<file path="config.mk">
export PLATFORM = sky130hd
export DESIGN_NAME = bfsa_cell
export DESIGN_NICKNAME = d
export VERILOG_FILES = /design/src/rtl/core/best_fit_segment_allocator_assert.svh /design/src/rtl/core/bfsa_pkg.sv /design/src/rtl/core/bfsa_cell.sv
export SDC_FILE = /design/constraint.sdc
export NUM_CORES = 1
export LEC_CHECK = 0
export ABC_AREA = 1
export BUFFER_PORTS_ARGS = -buffer_cell sky130_fd_sc_hd__buf_2
export CAP_MARGIN = 20
export CORE_MARGIN = 8
export CORE_UTILIZATION = 49
export DETAILED_ROUTE_END_ITERATION = 8
export PLACE_DENSITY = 0.83
export SYNTH_ARGS = -nofsm -noshare
export SYNTH_HDL_FRONTEND = slang
export SYNTH_SLANG_ARGS = --single-unit
</file>
<file path="constraint.sdc">
create_clock -name clock -period 6.1 [get_ports clock]
set_input_delay 1.22 -clock clock [delete_from_list [all_inputs] [get_ports clock]]
set_output_delay 1.22 -clock clock [all_outputs]
set_load 0.005 [all_outputs]
</file>
<file path="src/rtl/core/best_fit_segment_allocator_assert.svh">
// Assertion macros for the segment allocator
`ifndef BEST_FIT_SEGMENT_ALLOCATOR_ASSERT_SVH
`define BEST_FIT_SEGMENT_ALLOCATOR_ASSERT_SVH
`ifndef SYNTHESIS
`define BFSA_ASSERT(label, clk, rst, prop) \
   label: assert property (@(posedge clk) disable iff (rst) prop) \
      else $error("assertion failed");
`define BFSA_ASSERT_ALWAYS(label, clk, prop) \
   label: assert property (@(posedge clk) prop) else $error("assertion failed");
`else
`define BFSA_ASSERT(label, clk, rst, prop)
`define BFSA_ASSERT_ALWAYS(label, clk, prop)
`endif
`endif

</file>
<file path="src/rtl/core/bfsa_pkg.sv">
package bfsa_pkg;
   localparam int TableDepth = 16;
   localparam int AddrBits   = 32;
   localparam int SizeBits   = 16;

   localparam logic [31:0] HeapBaseRst   = 32'd0;
   localparam logic [16:0] PageSizeRst   = 17'd4096;
   localparam logic [6:0]  HeaderSizeRst = 7'd16;
   localparam logic [16:0] PageLimitRst  = 17'd256;

   localparam logic [1:0] CsrHeapBase   = 2'd0;
   localparam logic [1:0] CsrPageSize   = 2'd1;
   localparam logic [1:0] CsrHeaderSize = 2'd2;
   localparam logic [1:0] CsrPageLimit  = 2'd3;

   localparam logic [1:0] StOk    = 2'd0;
   localparam logic [1:0] StSize  = 2'd1;
   localparam logic [1:0] StFull  = 2'd2;
   localparam logic [1:0] StLimit = 2'd3;

   localparam logic FuncAlloc = 1'b0;
   localparam logic FuncFree  = 1'b1;

   typedef enum logic [3:0] {
      S_IDLE, S_CHECK, S_FIND, S_FIND_WAIT, S_PAGE, S_ADD, S_ADD_WAIT,
      S_ADD_DONE, S_TAKE, S_TAKE_WAIT, S_SPLIT, S_DONE
   } state_type;

   // one sweep command through the cell row
   typedef enum logic [1:0] {
      OP_NONE, OP_FIND, OP_ADD, OP_TAKE
   } op_type;
endpackage

</file>
<file path="src/rtl/core/bfsa_cell.sv">
// One table slot. A token travels down the row one cell per cycle; each cell
// updates the token with what it sees and may change its own entry.
module bfsa_cell #(
   parameter int ADDR_BITS = bfsa_pkg::AddrBits,
   parameter int SIZE_BITS = bfsa_pkg::SizeBits,
   parameter int IDX_BITS  = 4,
   parameter logic [IDX_BITS-1:0] MY_IDX = '0
) (
   input  logic                 clock,
   input  logic                 reset,
   input  logic [6:0]           header_size,
   input  logic                 tok_v_in,
   input  bfsa_pkg::op_type     tok_op_in,
   input  logic [ADDR_BITS-1:0] tok_hdr_in,
   input  logic [SIZE_BITS-1:0] tok_pay_in,
   input  logic                 tok_hit_in,
   input  logic                 tok_stop_in,
   input  logic [IDX_BITS-1:0]  tok_idx_in,
   input  logic [SIZE_BITS-1:0] tok_slack_in,
   input  logic                 tok_free_in,
   input  logic [IDX_BITS-1:0]  tok_fidx_in,
   output logic                 tok_v_ff,
   output bfsa_pkg::op_type     tok_op_ff,
   output logic [ADDR_BITS-1:0] tok_hdr_ff,
   output logic [SIZE_BITS-1:0] tok_pay_ff,
   output logic                 tok_hit_ff,
   output logic                 tok_stop_ff,
   output logic [IDX_BITS-1:0]  tok_idx_ff,
   output logic [SIZE_BITS-1:0] tok_slack_ff,
   output logic                 tok_free_ff,
   output logic [IDX_BITS-1:0]  tok_fidx_ff,
   input  logic                 place_v,
   input  logic [IDX_BITS-1:0]  place_idx,
   input  logic [ADDR_BITS-1:0] place_hdr,
   input  logic [SIZE_BITS-1:0] place_pay,
   input  logic                 clear_v,
   input  logic [IDX_BITS-1:0]  clear_idx,
   output logic                 valid_ff,
   output logic [ADDR_BITS-1:0] hdr_ff,
   output logic [SIZE_BITS-1:0] pay_ff
);
   logic [ADDR_BITS-1:0] hdr_in;
   logic [SIZE_BITS-1:0] pay_in;
   logic                 valid_in;
   logic [ADDR_BITS-1:0] e_end, n_end;
   logic [SIZE_BITS+1:0] sum;
   logic                 sum_ok, touch_lo, touch_hi, fits;
   logic [SIZE_BITS-1:0] slack;
   logic                 hit_in, stop_in, free_in;
   logic [IDX_BITS-1:0]  idx_in, fidx_in;
   logic [SIZE_BITS-1:0] slack_in;
   logic [ADDR_BITS-1:0] thdr_in;
   logic [SIZE_BITS-1:0] tpay_in;

   always_comb begin
      e_end = hdr_ff + ADDR_BITS'(header_size) + ADDR_BITS'(pay_ff);
      n_end = tok_hdr_in + ADDR_BITS'(header_size) + ADDR_BITS'(tok_pay_in);
      sum = (SIZE_BITS+2)'(pay_ff) + (SIZE_BITS+2)'(tok_pay_in)
          + (SIZE_BITS+2)'(header_size);
      sum_ok = sum[SIZE_BITS+1:SIZE_BITS] == 2'b00;
      touch_lo = e_end == tok_hdr_in;
      touch_hi = n_end == hdr_ff;
      fits = pay_ff >= tok_pay_in;
      slack = pay_ff - tok_pay_in;
      hit_in = tok_hit_in; stop_in = tok_stop_in; idx_in = tok_idx_in;
      slack_in = tok_slack_in; free_in = tok_free_in; fidx_in = tok_fidx_in;
      thdr_in = tok_hdr_in; tpay_in = tok_pay_in;
      hdr_in = hdr_ff; pay_in = pay_ff; valid_in = valid_ff;
      if (tok_v_in) begin
         case (tok_op_in)
            bfsa_pkg::OP_FIND: begin
               if (valid_ff && fits && (!tok_hit_in || slack < tok_slack_in)) begin
                  hit_in = 1'b1; idx_in = MY_IDX; slack_in = slack;
               end
               if (!valid_ff && !tok_free_in) begin
                  free_in = 1'b1; fidx_in = MY_IDX;
               end
            end
            bfsa_pkg::OP_ADD: begin
               if (!valid_ff && !tok_free_in) begin
                  free_in = 1'b1; fidx_in = MY_IDX;
               end
               if (valid_ff && !tok_stop_in && (touch_lo || touch_hi)) begin
                  stop_in = 1'b1;
                  if (sum_ok) begin
                     hit_in = 1'b1;
                     pay_in = sum[SIZE_BITS-1:0];
                     if (!touch_lo) hdr_in = tok_hdr_in;
                  end
               end
            end
            bfsa_pkg::OP_TAKE: begin
               if (tok_idx_in == MY_IDX) begin
                  thdr_in = hdr_ff; tpay_in = pay_ff; valid_in = 1'b0;
               end
            end
            default: ;
         endcase
      end
      if (place_v && place_idx == MY_IDX) begin
         valid_in = 1'b1; hdr_in = place_hdr; pay_in = place_pay;
      end
      if (clear_v && clear_idx == MY_IDX) valid_in = 1'b0;
   end

   always_ff @(posedge clock) begin
      hdr_ff <= hdr_in;
      pay_ff <= pay_in;
      tok_op_ff <= tok_op_in;
      tok_hdr_ff <= thdr_in;
      tok_pay_ff <= tpay_in;
      tok_hit_ff <= hit_in;
      tok_stop_ff <= stop_in;
      tok_idx_ff <= idx_in;
      tok_slack_ff <= slack_in;
      tok_free_ff <= free_in;
      tok_fidx_ff <= fidx_in;
      if (reset) begin
         valid_ff <= 1'b0;
         tok_v_ff <= 1'b0;
      end else begin
         valid_ff <= valid_in;
         tok_v_ff <= tok_v_in;
      end
   end
endmodule

</file>
Yosys cells after proc, flatten, opt, wreduce, memory -nomap -nowiden --
Index checks and enable logic that the tools add are counted.
Storage, ports and cells: bits of input ports 145, output and inout port bits 127, register bits after elaboration 127, logic and storage cells 97
Operators by class: order comparisons 2, multiplexer cells 41, add/sub/neg operators 7, equality and inequality tests 6, reduce and logical (&&, ||, !) cells 28
Operator list (number):
- $mux 32 | 9
- $mux 16 | 11
- $add 32x16->32 | 2
- $add 32x7->32 | 2
- $eq 32x32->1 | 2
- $mux 4 | 6
- $add 17x7->18 | 1
- $add 16x16->17 | 1
- $ge 16x16->1 | 1
- $lt 16x16->1 | 1
- $sub 16x16->16 | 1
- $mux 1 | 14
- $logic_not 4->1 | 3
- $reduce_bool 2->1 | 6
- $logic_and 1x1->1 | 7
- $reduce_and 5->1 | 1
- $eq 2x2->1 const B | 2
- $logic_not 1->1 | 4
- $reduce_and 4->1 | 1
- $reduce_or 2->1 | 2
- $reduce_and 3->1 | 1
- $eq 2x1->1 const B | 1
- $logic_not 2->1 | 1
- $logic_or 1x1->1 | 2
- other kinds (2) | 2

Longest topological paths before layout --
word-level depth 9, gate-level depth with buffers 23, gate-level depth less buffers 22

Least setup slack after synthesis --
No wires, ideal clock.
path type input -> register, start input header_size[1], end register hdr_ff[0], enable pin, arrival 5.051 ns, setup slack 0.621 ns, required time 5.672 ns, cell stages on the path 17, library setup time 0.428 ns, cell sequence fa_1 -> ha_1 -> fa_1 -> or2_2 -> nand3_1 -> nand2_1 -> nor2_1 -> nand2_1 -> nor2_1 -> nand3_1 -> nor2_1 -> nand2_1 -> nor2_2 -> nand3_2 -> nand2_2 -> nand4_2 -> o21bai_1
Between the ends: word-level cells in the longest chain between the ends 7
RTL lines:
- from (decl) | RTL line bfsa_cell.sv:11 | input logic [6:0] header_size,
- $add 32x7->32, on equally long branches | RTL line bfsa_cell.sv:56, bfsa_cell.sv:57
- $add 32x16->32, on equally long branches | RTL line bfsa_cell.sv:56, bfsa_cell.sv:57
- $eq 32x32->1, on equally long branches | RTL line bfsa_cell.sv:61, bfsa_cell.sv:62
- $logic_or 1x1->1 | RTL line bfsa_cell.sv:83 | if (valid_ff && !tok_stop_in && (touch_lo || touch_hi)) begin
- $logic_and 1x1->1 | RTL line bfsa_cell.sv:83
- $reduce_bool 2->1 (no line)
- $reduce_and 5->1 (no line) *
- to (signal assigned) | RTL line bfsa_cell.sv:107 | hdr_ff <= hdr_in;
- to (decl) | RTL line bfsa_cell.sv:39 | output logic [ADDR_BITS-1:0] hdr_ff,
Mark *: on every way between the ends. The rest lies on a longest branch, timed or not. A chain may end at the register's enable or synchronous reset.

Worst setup path in the final report --
start input header_size[1], end register hdr_ff[26], enable pin
The elaborated chain is that of the path after synthesis.

==> implementation parameters <==
Parameter                              Value

Status
  Status    finished clean

CTS
  Cts hold-fix bufs    0
  Number of buffers added for setup after CTS    0
  Maximum buffer depth of the clock tree    2
  Resized Gates After CTS    0
  Clock Sinks    127
  CTS clk-pin slew, worst paths    0.06 ns
  H-tree level count    4
  CTS tree    built
  Skew-Pair Late Insertion Delay    0.44 ns
  Total clock buffers created by CTS    17
  Clock tree root buffer cell    sky130_fd_sc_hd__clkbuf_16

Critical path
  Category of the worst setup path launch point    input pin
  Critical path required time    6.24 ns
  Cell type with the highest occurrence count on the critical path    sky130_fd_sc_hd__nand3_1
  Worst path max stage delay    0.49 ns
  Data arrival time of the worst path    4.83 ns
  Maximum fanout along the worst path    20
  Crit Path Class    in -> reg
  Critical path cell sequence    buf_2, fa_1, ha_1, fa_1, nand3_1, nand3_1, nand3_1, nand3_1, nand2_1, nand2_1, nand2_1, nand2_1, nor2_1, nand3_1, nor2_1, nand3_1, nand2_2, nand4_2, o21bai_4, buf_12
  Standard cell with the maximum stage delay on the critical path    sky130_fd_sc_hd__fa_1
  Kind of end point of the critical path    flop

Floorplanning
  Chip Width    168 um
  Placeable core region    22600 um2
  Total die area    28200 um2
  Die H    168 um
  Floorplan row count    55
  Effective utilization at floorplan    49.9%
  Total I/O pin count    272

Yosys
  Synthesized area    11300 um2
  Post-synthesis cell count    1643
  Share of flip-flops with an asynchronous set or reset after synthesis    0%
  Fraction of the yosys area taken by sequential cells    26.7%
  Number of register bits inferred by synthesis    127
  Synthesis Warnings    0
  Most instantiated flip-flop cell in the synthesis netlist    sky130_fd_sc_hd__dfxtp_1
  Net count after synthesis    1921
  Number of distinct library cells after synthesis    42
  Average cell area after synthesis    6.88 um2
  Post-synth EDFFs    48

Hold path
  Worst min path class    reg -> reg

Global routing
  Gr ovfl total    0
  Largest net degree at the start of global routing    80
  Antenna violations before repair    10
  Aggregate global-route resource usage    28.0%
  Wire length of the first global-routing pass    62200 um
  Number of global-route vias before repair    11900

Detailed routing
  Number of nets still failing antenna checks after routing    0
  DRC violations left    0
  Average routed wire per standard cell    18.0 um
  Total via count in the routed design    11800
  Starting DRC count in detailed routing    981
  Wire length reported by the detailed router    40000 um
  Detailed Routing Iterations Pass 1    6
  Detail-routed via count per cell    5.31

Placement
  Routability congestion estimate from global placement    0.958
  Dpl hpwl    33100 um
  Placed cell areas    13000 um2
  Count of input and output buffers    271

Timing
  Actual transition at the worst max-transition pin    0.898 ns
  Number of max-slew violations in the final report    0
  RSZ-0062 raised after global routing    no
  Final Skew    0.0173 ns
  Total setup violations reported at the end of the flow    0
  Accumulated negative setup slack    0 ns
  Final worst-path cycle share    77.0%
  Final hold violation count    0
  Clock period minus final worst setup slack    4.69 ns
  Max_slew headroom    40.1%
  Highest clock rate    0.213 GHz

Run
  Number of maximum-capacitance violations    0

Finish
  Fillcell total    2076
  Final layout net count    2196
  Area of all placed cells without fillers    13600 um2
  Share of cells above drive strength 1    19.8%
  Area used by multi-input combinational logic    7230 um2
  Area of all sequential standard cells    3020 um2
  Area growth from synthesis to layout    20.1%
  Final core area utilization    60.0%

Pwr
  PwrDens    202 nW/um2
  Leak    0.00745 uW
  Max IR drop VDD    0.156 mV
[worst max-delay path, delay by kind of cell]
kind                       cells  cell delay (ns)
and+or+nand+nor               14             1.49
adders and majority gates      3             1.23
AOI/OAI and AO/OA              1             0.46
buffers and inverters          2             0.38
[Yosys cell counts (all sizes together) (5+ instances only)]
| cell type | n | area share, % |
|---|---|---|
| ha | 108 | 12 |
| nor4 | 5 | 0.28 |
| a21oi | 71 | 3.2 |
| nand3 | 105 | 5.0 |
| o21bai | 7 | 0.46 |
| a21o | 5 | 0.33 |
| fa | 25 | 4.4 |
| edfxtp | 48 | 13 |
| nand2 | 543 | 18 |
| nor3 | 9 | 0.53 |
| clkbuf | 20 | 0.66 |
| xor2 | 59 | 4.6 |
| o21ai | 78 | 3.5 |
| dfxtp | 79 | 14 |
| mux2 | 18 | 1.8 |
| nand4 | 22 | 1.3 |
| inv | 257 | 8.5 |
| xnor2 | 24 | 1.9 |
| clkinv | 5 | 0.17 |
| nor2 | 128 | 4.6 |
[where the power goes]
group          switching, uW  internal (uW)  leakage (uW)
registers               18.6            924       0.00110
logic                    498            306       0.00608
clock network            431            572      0.000279
total                    948           1800       0.00745
[cells by family after synthesis]
group	synth area share, %
buffers and inverters	9.43
adder cells (fa/ha/maj)	16.4
multiplexers	1.79
XOR/XNOR	6.43
AO/OA/AOI/OAI	8.37
AND/OR/NAND/NOR	30.9
flip-flops	26.7
[sequential cells by signal (all words and copies together), names as in the netlist]
name	cells
tok_fidx_ff	4
hdr_ff	32
tok_pay_ff	16
tok_hdr_ff	32
tok_hit_ff	1
tok_idx_ff	4
tok_v_ff	1
tok_slack_ff	16
tok_stop_ff	1
pay_ff	16
tok_op_ff	2
valid_ff	1
tok_free_ff	1
[stage by stage]
step,cells,setup WS [ns],hold WS [ns],power [uW]
after global routing,2220,0.982,0.601,2890
after CTS,2216,1.43,0.560,2750
final,2220,1.41,0.554,2750
after global placement,2184,1.07,0.540,1730
after floorplan,1643,0.621,0.531,1480
after detailed placement,2184,0.957,0.546,1750
[final cells by class]
type | instances | area share, %
clock inverter | 9 | 0.525
antenna | 4 | 0.0737
clock buffer | 23 | 3.60
multi-input combinational | 1233 | 53.3
inverter | 262 | 7.24
timing repair buffer | 277 | 10.4
tap | 285 | 2.63
sequential | 127 | 22.3
[final timing paths]
path | startpoint | to | slack (ns) | depth (start not counted)
max | header_size[1] | hdr_ff[26] | 1.41 | 20
min reg2reg | hdr_ff[31] | tok_hdr_ff[31] | 0.55 | 1
min | hdr_ff[31] | tok_hdr_ff[31] | 0.55 | 1
max reg2reg | pay_ff[0] | tok_slack_ff[8] | 1.88 | 22
[metal layers]
metal | global-route usage [%] | up-vias | routed length, um
li1 | - | 5781 | -
met1 | 33.1 | 5409 | 16100
met2 | 47.9 | 508 | 19000
met3 | 8.28 | 82 | 3700
met4 | 9.43 | 12 | 1050
met5 | 0 | - | 66
[cells in the final DEF (no fill, tap or decap), drive strengths merged]
cell type	count
dfxtp	79
o221ai	1
nor4	5
a211oi	3
nor3	9
clkbuf	23
fa	25
o21bai	7
mux2	18
and3	4
edfxtp	48
and2	3
inv	262
nand4	22
nand3b	4
nand2	543
xor2	59
o21ai	78
a21boi	2
a21oi	71
xnor2	24
a31oi	4
nand3	105
ha	108
diode	4
buf	277
clkinv	9
o2111ai	1
a21o	5
nor2	128
o31ai	2
or2	2
Note: power is estimated with default switching activity, not from simulation.
